<file path="src/pjt_pkg.sv">
// ---------------------------------------------------------------------------
// Periodic job timer table: package
// Sizes, operation codes, control structs and helper functions.
// ---------------------------------------------------------------------------
`default_nettype none

package pjt_pkg;

  // Table size and derived index width.
  localparam int unsigned NUM_SLOTS = 16;
  localparam int unsigned IDX_W     = (NUM_SLOTS > 1) ? $clog2(NUM_SLOTS) : 1;

  // Fixed field widths.
  localparam int unsigned OP_W   = 2;
  localparam int unsigned SLOT_W = 4;
  localparam int unsigned TIME_W = 32;

  // Operation codes.
  localparam logic [OP_W-1:0] OP_REGISTER   = 2'd0;
  localparam logic [OP_W-1:0] OP_UNREGISTER = 2'd1;
  localparam logic [OP_W-1:0] OP_TICK       = 2'd2;

  typedef logic [IDX_W-1:0]     idx_t;
  typedef logic [NUM_SLOTS-1:0] mask_t;
  typedef logic [TIME_W-1:0]    time_t;

  // Commands from the controller to the datapath.
  typedef struct packed {
    logic accept;
    logic rd_en;
    logic cmp_en;
    logic emit_en;
    idx_t idx;
    idx_t cmp_idx;
  } pjt_cmd_t;

  // Status from the datapath to the controller.
  typedef struct packed {
    logic mask_empty;
    logic cur_due;
    logic cur_last;
    logic out_free;
  } pjt_stat_t;

  // Saturating time sum.
  function automatic time_t sat_add(input time_t a, input time_t b);
    logic [TIME_W:0] s;
    s = {1'b0, a} + {1'b0, b};
    return s[TIME_W] ? '1 : s[TIME_W-1:0];
  endfunction

  // Slot field to table index.
  function automatic idx_t slot_to_idx(input logic [SLOT_W-1:0] slot);
    logic [IDX_W+SLOT_W-1:0] ext;
    ext = {{IDX_W{1'b0}}, slot};
    return ext[IDX_W-1:0];
  endfunction

  // Table index to slot field.
  function automatic logic [SLOT_W-1:0] idx_to_slot(input idx_t idx);
    logic [IDX_W+SLOT_W-1:0] ext;
    ext = {{SLOT_W{1'b0}}, idx};
    return ext[SLOT_W-1:0];
  endfunction

endpackage

`default_nettype wire

</file>
<file path="src/pjt_intf.sv">
// ---------------------------------------------------------------------------
// Periodic job timer table: channel interfaces
// Valid/ready channels for timer items and due-slot results.
// ---------------------------------------------------------------------------
`default_nettype none

// Input channel: one timer item per transfer.
interface pjt_in_if;
  logic                        valid;
  logic                        ready;
  logic [pjt_pkg::OP_W-1:0]    op;
  logic [pjt_pkg::SLOT_W-1:0]  slot;
  logic [pjt_pkg::TIME_W-1:0]  interval;
  logic [pjt_pkg::TIME_W-1:0]  now;

  modport source (output valid, op, slot, interval, now, input ready);
  modport sink   (input valid, op, slot, interval, now, output ready);
endinterface

// Result channel: one due slot per transfer.
interface pjt_out_if;
  logic                        valid;
  logic                        ready;
  logic [pjt_pkg::SLOT_W-1:0]  due_slot;
  logic                        last;

  modport source (output valid, due_slot, last, input ready);
  modport sink   (input valid, due_slot, last, output ready);
endinterface

`default_nettype wire

</file>
<file path="src/pjt_ctrl.sv">
// ---------------------------------------------------------------------------
// Periodic job timer table: controller
// Sequences the slot scan of a tick and the emission of due slots.
// ---------------------------------------------------------------------------
`default_nettype none

module pjt_ctrl (
  input  wire logic                     clk,
  input  wire logic                     rst_n,
  input  wire logic                     in_valid,
  input  wire logic [pjt_pkg::OP_W-1:0] in_op,
  input  wire pjt_pkg::pjt_stat_t       stat,
  output logic                          in_ready,
  output pjt_pkg::pjt_cmd_t             cmd
);

  typedef enum logic [3:0] {
    ST_IDLE  = 4'b0001,
    ST_SCAN  = 4'b0010,
    ST_DRAIN = 4'b0100,
    ST_EMIT  = 4'b1000
  } state_t;

  localparam pjt_pkg::idx_t IDX_LAST = pjt_pkg::IDX_W'(pjt_pkg::NUM_SLOTS - 1);

  state_t         state_r, state_nxt;
  pjt_pkg::idx_t  idx_r, idx_nxt;
  logic           cmp_vld_r;
  pjt_pkg::idx_t  cmp_idx_r;
  logic           accept;

  // The input stays closed while reset is held.
  assign in_ready = rst_n && (state_r == ST_IDLE);
  assign accept   = in_valid && in_ready;

  // Next state, slot counter and commands.
  always_comb begin
    state_nxt   = state_r;
    idx_nxt     = idx_r;
    cmd.accept  = accept;
    cmd.rd_en   = 1'b0;
    cmd.cmp_en  = cmp_vld_r;
    cmd.emit_en = 1'b0;
    cmd.idx     = idx_r;
    cmd.cmp_idx = cmp_idx_r;
    unique case (state_r)
      ST_IDLE: begin
        idx_nxt = '0;
        if (accept && (in_op == pjt_pkg::OP_TICK)) begin
          state_nxt = ST_SCAN;
        end
      end
      ST_SCAN: begin
        cmd.rd_en = 1'b1;
        if (idx_r == IDX_LAST) begin
          state_nxt = ST_DRAIN;
          idx_nxt   = '0;
        end else begin
          idx_nxt = idx_r + pjt_pkg::IDX_W'(1);
        end
      end
      ST_DRAIN: begin
        // The last slot is compared in this cycle.
        state_nxt = ST_EMIT;
      end
      ST_EMIT: begin
        if (stat.mask_empty) begin
          state_nxt = ST_IDLE;
        end else if (stat.cur_due) begin
          if (stat.out_free) begin
            cmd.emit_en = 1'b1;
            if (stat.cur_last) begin
              state_nxt = ST_IDLE;
            end else begin
              idx_nxt = idx_r + pjt_pkg::IDX_W'(1);
            end
          end
        end else begin
          idx_nxt = idx_r + pjt_pkg::IDX_W'(1);
        end
      end
      default: begin
        state_nxt = ST_IDLE;
      end
    endcase
  end

  // Control registers.
  always_ff @(posedge clk) begin
    if (!rst_n) begin
      state_r   <= ST_IDLE;
      idx_r     <= '0;
      cmp_vld_r <= 1'b0;
    end else begin
      state_r   <= state_nxt;
      idx_r     <= idx_nxt;
      cmp_vld_r <= cmd.rd_en;
    end
  end

  // Index of the slot whose read data arrives next cycle.
  always_ff @(posedge clk) begin
    cmp_idx_r <= idx_r;
  end

endmodule

`default_nettype wire

</file>
<file path="src/pjt_dpath.sv">
// ---------------------------------------------------------------------------
// Periodic job timer table: datapath
// Slot tables, deadline compare and update, due mask and result register.
// ---------------------------------------------------------------------------
`default_nettype none

module pjt_dpath (
  input  wire logic                       clk,
  input  wire logic                       rst_n,
  input  wire pjt_pkg::pjt_cmd_t          cmd,
  input  wire logic [pjt_pkg::OP_W-1:0]   in_op,
  input  wire logic [pjt_pkg::SLOT_W-1:0] in_slot,
  input  wire pjt_pkg::time_t             in_interval,
  input  wire pjt_pkg::time_t             in_now,
  input  wire logic                       out_ready,
  output pjt_pkg::pjt_stat_t              stat,
  output logic                            out_valid,
  output logic [pjt_pkg::SLOT_W-1:0]      out_due_slot,
  output logic                            out_last
);

  pjt_pkg::time_t  deadline_mem [pjt_pkg::NUM_SLOTS];
  pjt_pkg::time_t  period_mem   [pjt_pkg::NUM_SLOTS];

  pjt_pkg::mask_t  armed_r, armed_nxt;
  pjt_pkg::mask_t  mask_r, mask_nxt;
  pjt_pkg::time_t  now_r;
  pjt_pkg::time_t  dl_q_r;
  pjt_pkg::time_t  pd_q_r;
  logic            out_valid_r;
  logic [pjt_pkg::SLOT_W-1:0] due_slot_r;
  logic            last_r;

  pjt_pkg::idx_t   in_idx;
  logic            slot_ok;
  logic            do_reg;
  logic            do_unreg;
  logic            do_tick;
  logic            due;
  pjt_pkg::mask_t  cur_bit;

  logic            wr_en;
  pjt_pkg::idx_t   wr_idx;
  pjt_pkg::time_t  wr_deadline;

  // Decode of an accepted item.
  assign in_idx   = pjt_pkg::slot_to_idx(in_slot);
  assign slot_ok  = ({28'd0, in_slot} < 32'(pjt_pkg::NUM_SLOTS));
  assign do_reg   = cmd.accept && (in_op == pjt_pkg::OP_REGISTER) && slot_ok
                    && !armed_r[in_idx];
  assign do_unreg = cmd.accept && (in_op == pjt_pkg::OP_UNREGISTER) && slot_ok;
  assign do_tick  = cmd.accept && (in_op == pjt_pkg::OP_TICK);

  // A scanned slot is due when armed and its deadline has passed.
  assign due = cmd.cmp_en && armed_r[cmd.cmp_idx] && (now_r >= dl_q_r);

  // Deadline write port, shared by arming and by scan write-back.
  always_comb begin
    wr_en       = do_reg || due;
    wr_idx      = cmd.cmp_idx;
    wr_deadline = pjt_pkg::sat_add(now_r, pd_q_r);
    if (do_reg) begin
      wr_idx      = in_idx;
      wr_deadline = pjt_pkg::sat_add(in_now, in_interval);
    end
  end

  always_ff @(posedge clk) begin
    if (wr_en) begin
      deadline_mem[wr_idx] <= wr_deadline;
    end
  end

  always_ff @(posedge clk) begin
    if (do_reg) begin
      period_mem[in_idx] <= in_interval;
    end
  end

  // Registered table reads for the scan.
  always_ff @(posedge clk) begin
    if (cmd.rd_en) begin
      dl_q_r <= deadline_mem[cmd.idx];
      pd_q_r <= period_mem[cmd.idx];
    end
  end

  // Tick time held for the whole scan.
  always_ff @(posedge clk) begin
    if (do_tick) begin
      now_r <= in_now;
    end
  end

  // Armed bits and the due mask of the current tick.
  assign cur_bit = pjt_pkg::mask_t'(1) << cmd.idx;

  always_comb begin
    armed_nxt = armed_r;
    if (do_reg) begin
      armed_nxt[in_idx] = 1'b1;
    end
    if (do_unreg) begin
      armed_nxt[in_idx] = 1'b0;
    end
  end

  always_comb begin
    mask_nxt = mask_r;
    if (do_tick) begin
      mask_nxt = '0;
    end
    if (due) begin
      mask_nxt[cmd.cmp_idx] = 1'b1;
    end
    if (cmd.emit_en) begin
      mask_nxt = mask_r & ~cur_bit;
    end
  end

  always_ff @(posedge clk) begin
    if (!rst_n) begin
      armed_r <= '0;
      mask_r  <= '0;
    end else begin
      armed_r <= armed_nxt;
      mask_r  <= mask_nxt;
    end
  end

  // Emission status. Lower mask bits are already cleared while emitting.
  assign stat.mask_empty = (mask_r == '0);
  assign stat.cur_due    = mask_r[cmd.idx];
  assign stat.cur_last   = ((mask_r & ~cur_bit) == '0);
  assign stat.out_free   = !out_valid_r || out_ready;

  // Result register.
  always_ff @(posedge clk) begin
    if (!rst_n) begin
      out_valid_r <= 1'b0;
    end else if (cmd.emit_en) begin
      out_valid_r <= 1'b1;
    end else if (out_ready) begin
      out_valid_r <= 1'b0;
    end
  end

  always_ff @(posedge clk) begin
    if (cmd.emit_en) begin
      due_slot_r <= pjt_pkg::idx_to_slot(cmd.idx);
      last_r     <= stat.cur_last;
    end
  end

  assign out_valid    = out_valid_r;
  assign out_due_slot = due_slot_r;
  assign out_last     = last_r;

endmodule

`default_nettype wire

</file>
<file path="src/periodic_job_timer_table_unit.sv">
// ---------------------------------------------------------------------------
// Periodic job timer table unit
// Table of periodic timer slots that reports due slots on every time tick.
// ---------------------------------------------------------------------------
// Usage:
// Items arrive on in_if (op, slot, interval, now) and are taken on a transfer.
// A register item arms a free slot with deadline now + interval (saturating);
// an unregister item frees a slot. Neither gives a result;
// in_if.ready stays high for the next item.
// A tick item starts a scan of the table, one slot per cycle through the
// registered table read port, then a final compare of the last slot.
// Due slots then leave on out_if in ascending order, one slot index per
// cycle walked while the result register is free, last set on the final one.
// in_if.ready is low from a tick transfer until the last result is loaded,
// or until the due mask is found empty.
// A result register parts the two sides; when out_if.ready is low, the
// emission waits on the held result and resumes once it is taken.
// Synchronous reset disarms every slot and empties the result register;
// slot tables need no clearing since only armed slots can be due.
// ---------------------------------------------------------------------------
`default_nettype none

module periodic_job_timer_table_unit (
  input  wire logic  clk,
  input  wire logic  rst_n,
  pjt_in_if.sink     in_if,
  pjt_out_if.source  out_if
);

  pjt_pkg::pjt_cmd_t  cmd;
  pjt_pkg::pjt_stat_t stat;
  logic               in_ready;

  assign in_if.ready = in_ready;

  // Sequencer.
  pjt_ctrl u_pjt_ctrl (
    .clk      (clk),
    .rst_n    (rst_n),
    .in_valid (in_if.valid),
    .in_op    (in_if.op),
    .stat     (stat),
    .in_ready (in_ready),
    .cmd      (cmd)
  );

  // Slot tables and result register.
  pjt_dpath u_pjt_dpath (
    .clk          (clk),
    .rst_n        (rst_n),
    .cmd          (cmd),
    .in_op        (in_if.op),
    .in_slot      (in_if.slot),
    .in_interval  (in_if.interval),
    .in_now       (in_if.now),
    .out_ready    (out_if.ready),
    .stat         (stat),
    .out_valid    (out_if.valid),
    .out_due_slot (out_if.due_slot),
    .out_last     (out_if.last)
  );

endmodule

`default_nettype wire

</file>
<file path="src/flat_wrapper.sv">
// flat-port wrapper written by rule: the top's interface ports become plain ports
module periodic_job_timer_table_unit_flat 
  (clk, rst_n, in_if_valid, in_if_op, in_if_slot, in_if_interval, in_if_now, in_if_ready, out_if_valid, out_if_due_slot, out_if_last, out_if_ready);
  pjt_in_if in_if_i ();
  pjt_out_if out_if_i ();
  input  wire logic clk;
  input  wire logic rst_n;
  input wire logic [$bits(in_if_i.valid)-1:0] in_if_valid;
  input wire logic [$bits(in_if_i.op)-1:0] in_if_op;
  input wire logic [$bits(in_if_i.slot)-1:0] in_if_slot;
  input wire logic [$bits(in_if_i.interval)-1:0] in_if_interval;
  input wire logic [$bits(in_if_i.now)-1:0] in_if_now;
  output wire logic [$bits(in_if_i.ready)-1:0] in_if_ready;
  output wire logic [$bits(out_if_i.valid)-1:0] out_if_valid;
  output wire logic [$bits(out_if_i.due_slot)-1:0] out_if_due_slot;
  output wire logic [$bits(out_if_i.last)-1:0] out_if_last;
  input wire logic [$bits(out_if_i.ready)-1:0] out_if_ready;
  assign in_if_i.valid = in_if_valid;
  assign in_if_i.op = in_if_op;
  assign in_if_i.slot = in_if_slot;
  assign in_if_i.interval = in_if_interval;
  assign in_if_i.now = in_if_now;
  assign in_if_ready = in_if_i.ready;
  assign out_if_valid = out_if_i.valid;
  assign out_if_due_slot = out_if_i.due_slot;
  assign out_if_last = out_if_i.last;
  assign out_if_i.ready = out_if_ready;
  periodic_job_timer_table_unit u_core (.clk(clk), .rst_n(rst_n), .in_if(in_if_i), .out_if(out_if_i));
endmodule
</file>
<file path="config.mk">
export PLATFORM = sky130hd
export DESIGN_NAME = periodic_job_timer_table_unit_flat
export DESIGN_NICKNAME = d
export VERILOG_FILES = /design/src/pjt_pkg.sv /design/src/pjt_intf.sv /design/src/pjt_ctrl.sv /design/src/pjt_dpath.sv /design/src/periodic_job_timer_table_unit.sv /design/src/flat_wrapper.sv
export SDC_FILE = /design/constraint.sdc
export NUM_CORES = 1
export LEC_CHECK = 0
export BUFFER_PORTS_ARGS = -buffer_cell sky130_fd_sc_hd__buf_2
export CAP_MARGIN = 40
export CELL_PAD_IN_SITES_DETAIL_PLACEMENT = 1
export CELL_PAD_IN_SITES_GLOBAL_PLACEMENT = 1
export CORE_MARGIN = 1
export CORE_UTILIZATION = 55
export DETAILED_ROUTE_END_ITERATION = 10
export PLACE_DENSITY_LB_ADDON = 0.1
export SETUP_SLACK_MARGIN = 0.05
export SYNTH_ARGS = -nofsm -noshare
export SYNTH_HDL_FRONTEND = slang
export SYNTH_SLANG_ARGS = --single-unit
export TNS_END_PERCENT = 50
</file>
<file path="constraint.sdc">
create_clock -name clk -period 6.3 [get_ports clk]
set_input_delay 0.63 -clock clk [delete_from_list [all_inputs] [get_ports clk]]
set_output_delay 0.63 -clock clk [all_outputs]
set_load 0.03 [all_outputs]
</file>
# Word level (Yosys, flattened, before mapping)
# Memories as Yosys holds them, arrays and structs flattened. A register that Yosys moved wholly into a read port is not among the register bits.
# Cells that the tools add are included.
# word_totals
register_bits,83
mem_bits_rw,1024
input_bits,74
output_inout_bits,7
wordCells,107
mem_count,2
# op_classes
n_addsub,3
magnitude_cmp,6
n_eq_ne,15
n_shift,1
muxes,43
n_bitwise,6
n_reduce_logical,21
# memory_table
name,words,word_bits,rd,rd_clocked_by_memory_dff,wr,line,source
u_core.u_pjt_dpath.deadline_mem,16,32,1,1,1,pjt_dpath.sv:22,pjt_pkg::time_t deadline_mem [pjt_pkg::NUM_SLOTS];
u_core.u_pjt_dpath.period_mem,16,32,1,1,1,pjt_dpath.sv:23,pjt_pkg::time_t period_mem [pjt_pkg::NUM_SLOTS];
# ops
op,count
32-bit two-way mux,3
16-bit two-way mux,5
32-bit by 32-bit adder with 33-bit output,2
4-bit two-way mux,12
16-bit bitwise AND,2
32-bit >= comparator,1
16-bit logical NOT,2
16-bit inverter,2
16-bit OR,2
1-bit two-way mux,16
4-bit case mux with 4 select lines,1
1-bit by 4-bit left shift with 16-bit output (first input constant),1
4-bit by 5-bit less-than comparator with 1-bit output (second input constant),3
1-bit binary-select mux with 4-bit select,3
4-bit case mux with 3 select lines,1
1-bit logical AND,10
3-bit by 1-bit != test with 1-bit output (second input constant),3
1-bit demux with 4-bit select,2
4-bit equality test (second input constant),2
4-bit by 1-bit >= comparator with 1-bit output (second input constant),2
2-bit != test (second input constant),3
3-bit != test (second input constant),2
5-bit AND reduction,1
4-bit by 1-bit adder with 4-bit output (second input constant),1
11 further kinds,13

# Logic depth before layout (Yosys ltp)
# Gate-level depths: netlist of run 1.
# depth
word_depth,9
ltp_mapped,14
ltp_nobuf,11

# By module
# Synthesis of run 1 repeated with hierarchy kept, for this count alone.
# hier_totals
hier_cells,2425
area_unflattened_um2,48373.9
# modules_own_cells
module,instances,cells_per_inst,area_each_um2,seq_area_each_um2
pjt_dpath,1,2354,47704.5,34443.0
pjt_ctrl,1,71,669.4,260.2

# Worst setup path before layout of run 1
# Ideal clock, no wire load.
# synth_timing
path_type,in2reg
start,input port in_if_slot[1]
end,"memory u_core.u_pjt_dpath.deadline_mem[13][0] (netlist bit), enable pin"
setup_time_ns,0.466
arrival_time_ns,5.153
t_required_ns,5.834
setup_slack_ns,0.681
cell_stages,8
n_path_buf,1
cell_sequence,buf_1 mux4_2 mux4_2 nor4_1 nand3_1 nor2_1 a21oi_1 o21ai_0
# synth_between
elab_chain_cells,7
elab_cells_between_ends,8
classes_between,mux (5); reduce/logical (3)
# synth_rtl
element,line,source
from (decl),flat_wrapper.sv:10,input wire logic [$bits(in_if_i.slot)-1:0] in_if_slot;
1-bit binary-select mux with 4-bit select,pjt_dpath.sv:50,&& !armed_r[in_idx];
1-bit two-way mux (not written as such),pjt_dpath.sv:50,
1-bit logical NOT,pjt_dpath.sv:50,
1-bit logical AND,pjt_dpath.sv:50,
1-bit logical OR,pjt_dpath.sv:59,wr_en = do_reg || due;
1-bit two-way mux,pjt_dpath.sv:69,if (wr_en) begin
1-bit two-way mux (not written as such),pjt_dpath.sv:70,deadline_mem[wr_idx] <= wr_deadline;
to (decl),pjt_dpath.sv:22,
# Several ways; a longest one is shown, not always the timed one. The select of a mux whose other input is x is not followed.

# Worst setup path after layout of run 1
# layout_timing
start,register u_core.u_pjt_dpath.now_r[9]
end,memory u_core.u_pjt_dpath.deadline_mem[11][7] (netlist bit) (data pin)
# layout_between
elab_chain_cells,3
# layout_rtl
element,line,source
from (decl),pjt_dpath.sv:27,pjt_pkg::time_t now_r;
from (signal assigned),pjt_dpath.sv:91,now_r <= in_now;
32-bit by 32-bit adder with 33-bit output,pjt_pkg.sv:48,"s = {1'b0, a} + {1'b0, b};"
32-bit two-way mux,pjt_pkg.sv:49,return s[TIME_W] ? '1 : s[TIME_W-1:0];
32-bit two-way mux,pjt_dpath.sv:62,if (do_reg) begin
via u_core.u_pjt_dpath.wr_deadline[7],pjt_dpath.sv:44,pjt_pkg::time_t wr_deadline;
# The timed path passes the listed nets, and every way through them passes these cells.

==> metrics.md, run 1 <==
| Metric | Value |
|---|---|
| Status | completed |
| Critical path origin | u_core.u_pjt_dpath.now_r[9] |
| CP Capture Point | u_core.u_pjt_dpath.deadline_mem[11][7] |
| Global route overflow | 0 |
| Non-filler cells, final | 3,966 |
| Critical path peak fanout | 32 |
| Syn-to-layout area delta | 13.0% |
| Highest clock rate | 220 MHz |
| Distinct cells, synth | 75 |
| RSZ-0062 raised after global routing | no |
| R2R Setup Slk | 1750 ps |
| Worst-path clk slew | 60 ps |
| Top cell type's share of synthesized area | 69.2% |
| CTS tree | built |
| Tot GR Track Use | 29.5% |
| Total Wirelength | 130 mm |
| Initial DRC count | 2,567 |
| Post-Route Setup TNS | 0 ps |
| Worst Setup Slack, final | 1750 ps |
| First-pass GRT wire length | 190 mm |
| Post-synth top cells | edfxtp_1 (1,125), mux4_2 (331), a21oi_1 (122), ha_1 (102), nor2_1 (90) |
| Dpl ws | 1410 ps |
| Clock Tree Root | clkbuf_16 |
| Initial antenna violation count | 15 |
| Post-CTS Setup Bufs | 0 |
| Hold slack | 102 ps |
| Asr flop ratio synth | 0% |
| 1st-pass router iterations | 6 |
| PwrDens | 293 nW/um2 |
| Synth Flop Type | edfxtp_1 |
| Worst-Margin Slew | 1030 ps |
| Clk buf depth | 3 |
| Arrival time worst endpoint | 4920 ps |
| CP Class | register to register |
| Hold Crit Class | input port to register |
| Max-slew violation count | 0 |
| ANT nets after route | 0 |
| Minimum clock period | 4550 ps |
| Die width | 300 um |
| Rel. slew slack | 31.5% |
| Synth area leader | edfxtp_1 |
| Routed vias | 26,100 |
| Hold Startpoint | in_if_now[15] |
| Top Ports | 81 |
| Worst R2R Start | u_core.u_pjt_dpath.now_r[9] |
| CTS Hold Bufs | 0 |
| Starting density of the core | 55.9% |
| Clock Skew | 27.5 ps |
| Rows | 108 |
| Clock sinks | 1,171 |
| Register bit total from synthesis | 1,171 |
| CP startpoint kind | register |
| Ys Warns | 0 |
| Placeable core area | 87,400 um2 |
| Worst Reg2Reg Path Length in Cells | 12 |
| Largest cells by area after synthesis | edfxtp_1 (69%), mux4_2 (15%), ha_1 (2.6%) |
| Register area share after synthesis | 71.0% |
| Worst EP required | 6680 ps |
| Port Buffers | 80 |
| Share of cells above drive strength 1 | 26.0% |
| DRC | 0 |
| Area of the die | 90,000 um2 |
| Vias in the first global route | 27,500 |
| Largest net degree at the start of global routing | 139 |
| EDFF count, synth | 1,125 |
| DR WL/cell | 32.8 um |
| Post-DP HPWL | 77.9 mm |
| Final setup vio count | 0 |
| Later-pin clock latency in the skew report | 720 ps |
| Fin nets | 2,882 |
| Max cap viols | 0 |
| Net Count, Synth | 2,706 |
| H-tree lvl count | 3 |
| Final period utilization | 72.2% |
| Fin util | 63.1% |
| Reg2Reg Capture Point | u_core.u_pjt_dpath.deadline_mem[11][7] |
| LEAKAGE | 17.6 nW |
| Cells after Synth | 2,528 |
| Vias per cell | 6.58 |
| Critical Path Sink Type | register |
| Placed cell count | 3,719 |
| CTS Buf Count | 118 |
| Avg Inst Size Synth | 19.3 um2 |
| Maximum vdd drop | 0.322 mV |
| Die height | 300 um |
| Synth Cell Area | 48,900 um2 |
| Fin. Hold Viols | 0 |
| RD Place Congestion | 0.887 |
| Count leader, synth | edfxtp_1 |
| Cts repair resizes | 0 |
## how the worst min path moves through the flow
stage / to / slack (ps) / cells after the start
4_1_cts: u_core.u_pjt_dpath.now_r[15] / 70 / 1
5_1_grt: u_core.u_pjt_dpath.now_r[15] / 100 / 1
3_3_place_gp: u_core.u_pjt_dpath.armed_r[4] / 540 / 1
3_5_place_dp: u_core.u_pjt_dpath.armed_r[7] / 540 / 1
6_report: u_core.u_pjt_dpath.now_r[15] / 100 / 1
2_1_floorplan: u_core.u_pjt_ctrl.cmp_idx_r[3] / 340 / 0
## logic make-up after synthesis
family                     share of synthesized area, %
AOI/OAI and AO/OA                                  4.76
buffers and inverters                              1.37
DFF                                                71.0
xor gates and xnor gates                          0.878
adders and majority gates                          2.69
and+or+nand+nor                                    3.74
muxes                                              15.5
## stage by stage
| step | instance area (um2) | total power, mW |
|---|---|---|
| after floorplan | 48900 | 8.97 |
| after global placement | 50900 | 9.18 |
| after detailed placement | 51100 | 9.21 |
| after CTS | 55000 | 16.3 |
| after global routing | 55200 | 16.6 |
| final | 55200 | 16.2 |
## registers in the layout, summed over array words and instances (netlist names)
| name | count |
|---|---|
| u_core.u_pjt_dpath.armed_r | 16 |
| u_core.u_pjt_dpath.out_last | 1 |
| u_core.u_pjt_ctrl.cmp_idx_r | 4 |
| u_core.u_pjt_dpath.out_due_slot | 4 |
| u_core.u_pjt_dpath.out_valid | 1 |
| u_core.u_pjt_dpath.mask_r | 16 |
| u_core.u_pjt_ctrl.state_r | 4 |
| u_core.u_pjt_dpath.period_mem | 512 |
| u_core.u_pjt_ctrl.cmp_vld_r | 1 |
| u_core.u_pjt_ctrl.idx_r | 4 |
| u_core.u_pjt_dpath.deadline_mem | 512 |
| u_core.u_pjt_dpath.now_r | 32 |
| u_core.u_pjt_dpath.dl_q_r | 32 |
| u_core.u_pjt_dpath.pd_q_r | 32 |
## layout make-up
cell class	instances	area, um2
timing repair buffer	165	1150
multi-input combinational	1191	13700
inverter	57	216
sequential	1171	34700
tap	1155	1450
clock inverter	74	845
fill	7268	32200
clock buffer	150	3120
antenna	3	7.51
## report_power, final
part / total, mW / internal (mW) / switching, mW
Combinational: 0.505 / 0.147 / 0.358
Clock: 7.13 / 4.16 / 2.97
Sequential: 8.56 / 8.55 / 0.0104
## cells in the final DEF, fill, tap and decap left out, drive strengths merged, types with 5 or more instances in the layout
cell | synthesis | routed
a211oi | 20 | 20
clkinv | 0 | 46
a2bb2oi | 6 | 6
clkbuf | 64 | 151
nand2 | 65 | 65
or3 | 9 | 9
a2111oi | 6 | 6
xor2 | 23 | 23
a31oi | 10 | 10
or2 | 8 | 8
xnor2 | 26 | 26
inv | 57 | 62
o211ai | 6 | 6
bufinv | 0 | 16
nor4 | 5 | 5
o21ai | 47 | 47
and2 | 16 | 16
a221oi | 18 | 18
o21a | 12 | 12
o221a | 16 | 16
nand2b | 18 | 18
buf | 45 | 164
a21o | 38 | 38
nand4b | 6 | 6
nand3 | 48 | 48
nand4 | 20 | 20
clkinvlp | 0 | 7
nor2b | 8 | 8
edfxtp | 1125 | 1125
ha | 102 | 102
o21bai | 6 | 6
nand3b | 16 | 16
a21oi | 122 | 122
and3 | 7 | 7
nor3 | 18 | 18
o31ai | 7 | 7
nor2 | 94 | 94
mux4 | 334 | 334
dfxtp | 46 | 46
## layer usage
metal  part of all wire [%]  track usage (%)  vias up
li1                       -                -    10900
met1                     40             40.9    13900
met2                     50             48.7     1039
met3                    7.1             4.97      216
met4                    2.6             8.84       18
met5                  0.094                0        -
## worst max-delay path, cell delays in order, from the launching register on
cell and delay [ps]:
edfxtp_1 450, ha_1 460, nand4_1 230, nor2_1 130, nor4bb_1 640, nor4b_1 140
clkbuf_2 180, nor4_1 340, o21ai_0 160, nand2_1 80, buf_4 470, nor2_1 120
a21oi_1 760
Note: power is estimated with default switching activity, not from simulation.
==> run 2: changes to the inputs <==
--- a/config.mk
+++ b/config.mk
@@ -5,12 +5,13 @@
 export SDC_FILE = /design/constraint.sdc
 export NUM_CORES = 1
 export LEC_CHECK = 0
+export ABC_AREA = 1
 export BUFFER_PORTS_ARGS = -buffer_cell sky130_fd_sc_hd__buf_2
 export CAP_MARGIN = 40
 export CELL_PAD_IN_SITES_DETAIL_PLACEMENT = 1
 export CELL_PAD_IN_SITES_GLOBAL_PLACEMENT = 1
 export CORE_MARGIN = 1
-export CORE_UTILIZATION = 55
+export CORE_UTILIZATION = 46
 export DETAILED_ROUTE_END_ITERATION = 10
 export PLACE_DENSITY_LB_ADDON = 0.1
 export SETUP_SLACK_MARGIN = 0.05
==> constraint.sdc (replaced) <==
create_clock -name clk -period 3.7 [get_ports clk]
set_input_delay 0.37 -clock clk [delete_from_list [all_inputs] [get_ports clk]]
set_output_delay 0.37 -clock clk [all_outputs]
set_load 0.03 [all_outputs]
==> run 2 against run 1 <==
Net effect: sequential share of layout area is 3.7 points lower; clock-buffer cell count stayed put; clock power is 65% higher; clock skew is 2.0 ps higher; sequential cell count stayed put; first-iteration DRC count is 32% higher; worst hold slack worse by 74 ps; critical endpoint is now u_core.u_pjt_dpath.deadline_mem[2][24]; largest cell class unchanged; highest routed layer unchanged.
==> metrics.md, run 2 <==
| Metric | Value |
|---|---|
| Seq. cell area | 34,700 um2 (unchanged) |
| Highest clock rate | 295 MHz |
| Status | completed |
| First-pass GRT wire length | 252 mm (+33%) |
| RSZ-0062 raised after global routing | no |
| 1st-pass router iterations | 5 (-1) |
| Gr busiest metal | met2 |
| Arrival time worst endpoint | 3710 ps (-1210 ps) |
| Share of cells above drive strength 1 | 9.56% (-16 points) |
| Area of the die | 113,000 um2 (+25%) |
| Cell area after layout | 58,600 um2 (+6.2%) |
| Clock Skew | 29.5 ps (+2.01 ps) |
| Worst-Margin Slew | 1150 ps (+119 ps) |
| Post-synth top cells | edfxtp_1 (1,125), nor2_1 (730), nand2_1 (684), o21ai_0 (585), inv_1 (273) |
| Rows | 122 (+13%) |
| Starting density of the core | 46.4% (-9.5 points) |
| Critical path peak fanout | 16 (-50%) |
| Fin nets | 4,920 (+71%) |
| Synth area leader | edfxtp_1 |
| LEAKAGE | 20.8 nW (+18%) |
| Asr flop ratio synth | 0% (unchanged) |
| Die width | 336 um (+12%) |
| Ys Warns | 0 (unchanged) |
| DR WL/cell | 27.1 um (-17%) |
| Tot GR Track Use | 30.5% (+0.93 points) |
| Max-slew violation count | 0 (unchanged) |
| Pwr Total | 27.9 mW (+72%) |
| Synth Cell Area | 51,200 um2 (+4.9%) |
| CTS tree | built |
| PwrDens | 476 nW/um2 (+62%) |
| CP startpoint kind | input port |
| Vias per cell | 5.90 (-10%) |
| Worst EP required | 4020 ps (-2660 ps) |
| H-tree lvl count | 3 (unchanged) |
| Worst-path clk slew | 60 ps (about the same) |
| Final setup vio count | 0 (unchanged) |
| Fin. Hold Viols | 0 (unchanged) |
| Fill cell count | 11,600 (+59%) |
| Largest net degree at the start of global routing | 193 (+39%) |
| Later-pin clock latency in the skew report | 730 ps (about the same) |
| Met2 Use GR | 49.6% (+0.86 points) |
| Total Wirelength | 172 mm (+32%) |
| Distinct cells, synth | 44 (-41%) |
| Post-DP HPWL | 111 mm (+42%) |
| Top flop regs | u_core.u_pjt_dpath.deadline_mem x512, u_core.u_pjt_dpath.period_mem x512 |
| Register bit total from synthesis | 1,171 (unchanged) |
| Rel. slew slack | 23.6% (-8.0 points) |
| Vias in the first global route | 37,900 (+38%) |
| Clock sinks | 1,171 (unchanged) |
| Top cell type's share of synthesized area | 65.9% (-3.2 points) |
| Placeable core area | 111,000 um2 (+26%) |
| Area of the multi-input gates | 14,800 um2 (+8.1%) |
| Clock Tree Root | clkbuf_16 |
| Maximum vdd drop | 0.480 mV (+49%) |
| Initial antenna violation count | 5 (-10) |
| Max cap viols | 0 (unchanged) |
| Met3 Usage GRT | 3.53% (-1.4 points) |
| Avg Inst Size Synth | 11.2 um2 (-42%) |
| Hold Crit Class | input port to register |
| Largest cells by area after synthesis | edfxtp_1 (66%), o21ai_0 (5.7%), nor2_1 (5.3%) |
| Net Count, Synth | 4,766 (+76%) |
| Clk buf depth | 3 (unchanged) |
| Commonest cells after routing, fill and taps aside | edfxtp_1 (1,125), nor2_1 (697), nand2_1 (684), o21ai_0 (585), inv_1 (272) |
| Placed Instance Area | 54,400 um2 (+6.5%) |
| Register area share after synthesis | 67.7% (-3.3 points) |
| Worst Setup Slack, final | 307 ps (-1450 ps) |
| DRC | 0 (unchanged) |
| ANT nets after route | 0 (unchanged) |
| Routed vias | 37,400 (+43%) |
| Critical Path Sink Type | register |
| Syn-to-layout area delta | 14.4% |
| Minimum clock period | 3390 ps |
| Met1 Use GR | 42.8% (+1.8 points) |
| Commonest non-fill, non-tap cell in the layout | edfxtp_1 |
| Synth Flop Type | edfxtp_1 |
| CTS Buf Count | 120 (+1.7%) |
| Die height | 336 um (+12%) |
| Global route overflow | 0 (unchanged) |
| Top Ports | 81 (unchanged) |
| CP Class | input port to register |
| Final period utilization | 91.7% |
| Initial DRC count | 3,387 (+32%) |
| EDFF count, synth | 1,125 (unchanged) |
| Port Buffers | 80 (unchanged) |
| Count leader, synth | edfxtp_1 |
| RD Place Congestion | 0.987 (+11%) |
| Cells after Synth | 4,588 (+81%) |
| Dpl ws | -7.76 ps (-1410 ps) |
run 2: cell types whose count changed after synthesis, sizes merged, moves of 20 or more:
cell / previous run / this run
nor2: 94 / 739
nand2: 65 / 693
o21ai: 47 / 593
mux4: 334 / 0
inv: 57 / 280
nand3: 48 / 252
o22ai: 2 / 166
clkbuf: 64 / 182
o221ai: 0 / 106
a21o: 38 / 5
a211oi: 20 / 0
run 2: path summary, 6_finish.rpt:
| kind | from | end | slack (ps) | cells past startpoint |
|---|---|---|---|---|
| max | in_if_now[0] | u_core.u_pjt_dpath.deadline_mem[2][24] | 310 | 15 |
| min | out_if_ready | u_core.u_pjt_dpath.out_valid | 30 | 4 |
| max reg2reg | u_core.u_pjt_dpath.now_r[5] | u_core.u_pjt_dpath.deadline_mem[13][19] | 310 | 12 |
| min reg2reg | u_core.u_pjt_dpath.armed_r[14] | u_core.u_pjt_dpath.armed_r[14] | 520 | 2 |
run 2: metal layers:
metal	wire [um]	part of all wire [%]
met1	75200	44
met2	81200	47
met3	10300	6.0
met4	5180	3.0
met5	13	0.0076
run 2: layout make-up:
class                      instances  share of cell area (%)
sequential                      1171                    59.2
multi-input combinational       2902                    25.3
clock buffer                     150                    5.42
timing repair buffer             265                    4.03
tap                             1488                    3.18
inverter                         282                    1.84
clock inverter                    72                    1.06
antenna                            2                 0.00854
run 2: cell families after synthesis:
logic type / after synthesis / share of synthesized area (%)
xor+xnor: 30 / 0.513
flops: 1171 / 67.7
fa+ha+maj: 104 / 2.57
compound gates: 1033 / 11.6
simple gates: 1735 / 13.7
buf+inv: 515 / 3.92
run 2: critical path: stages:
cell and delay [ps]:
dlygate4sd3_1 530, buf_2 200, ha_1 310, fa_1 450, nand3_1 110, nand2_1 140, nand2_1 120, nand2_2 100
nand2_1 90, nand2_2 90, a21oi_4 350, buf_4 260, nand3_1 120, nand2_1 80, nand2_1 360
run 2: repair_timing:
action / in CTS / in global routing
hold endpoints to repair: 59 / 0
hold buffers: 40 / 0
setup buffers: 0 / 2
setup endpoints to repair: 0 / 294
resized for setup: 0 / 2
run 2: metrics by stage:
step / hold slack [ps] / TNS (ps) / util, % / instances
finish: 27.2 / 0 / 53.1 / 6332
global route: 37.1 / 0 / 53.0 / 6330
CTS: 1.85 / 0 / 53.0 / 6328
detailed placement: 500 / -115 / 49.2 / 6066
global placement: 490 / 0 / 49.2 / 6065
floorplan: 377 / 0 / - / 4588
run 2: report_power, final:
group / leakage [nW] / internal [mW] / total [mW] / switching (mW)
registers: 10.4 / 14.6 / 14.6 / 0.0275
clock network: 1.86 / 6.68 / 11.8 / 5.14
logic: 8.46 / 0.400 / 1.51 / 1.11
total: 20.8 / 21.6 / 27.9 / 6.27
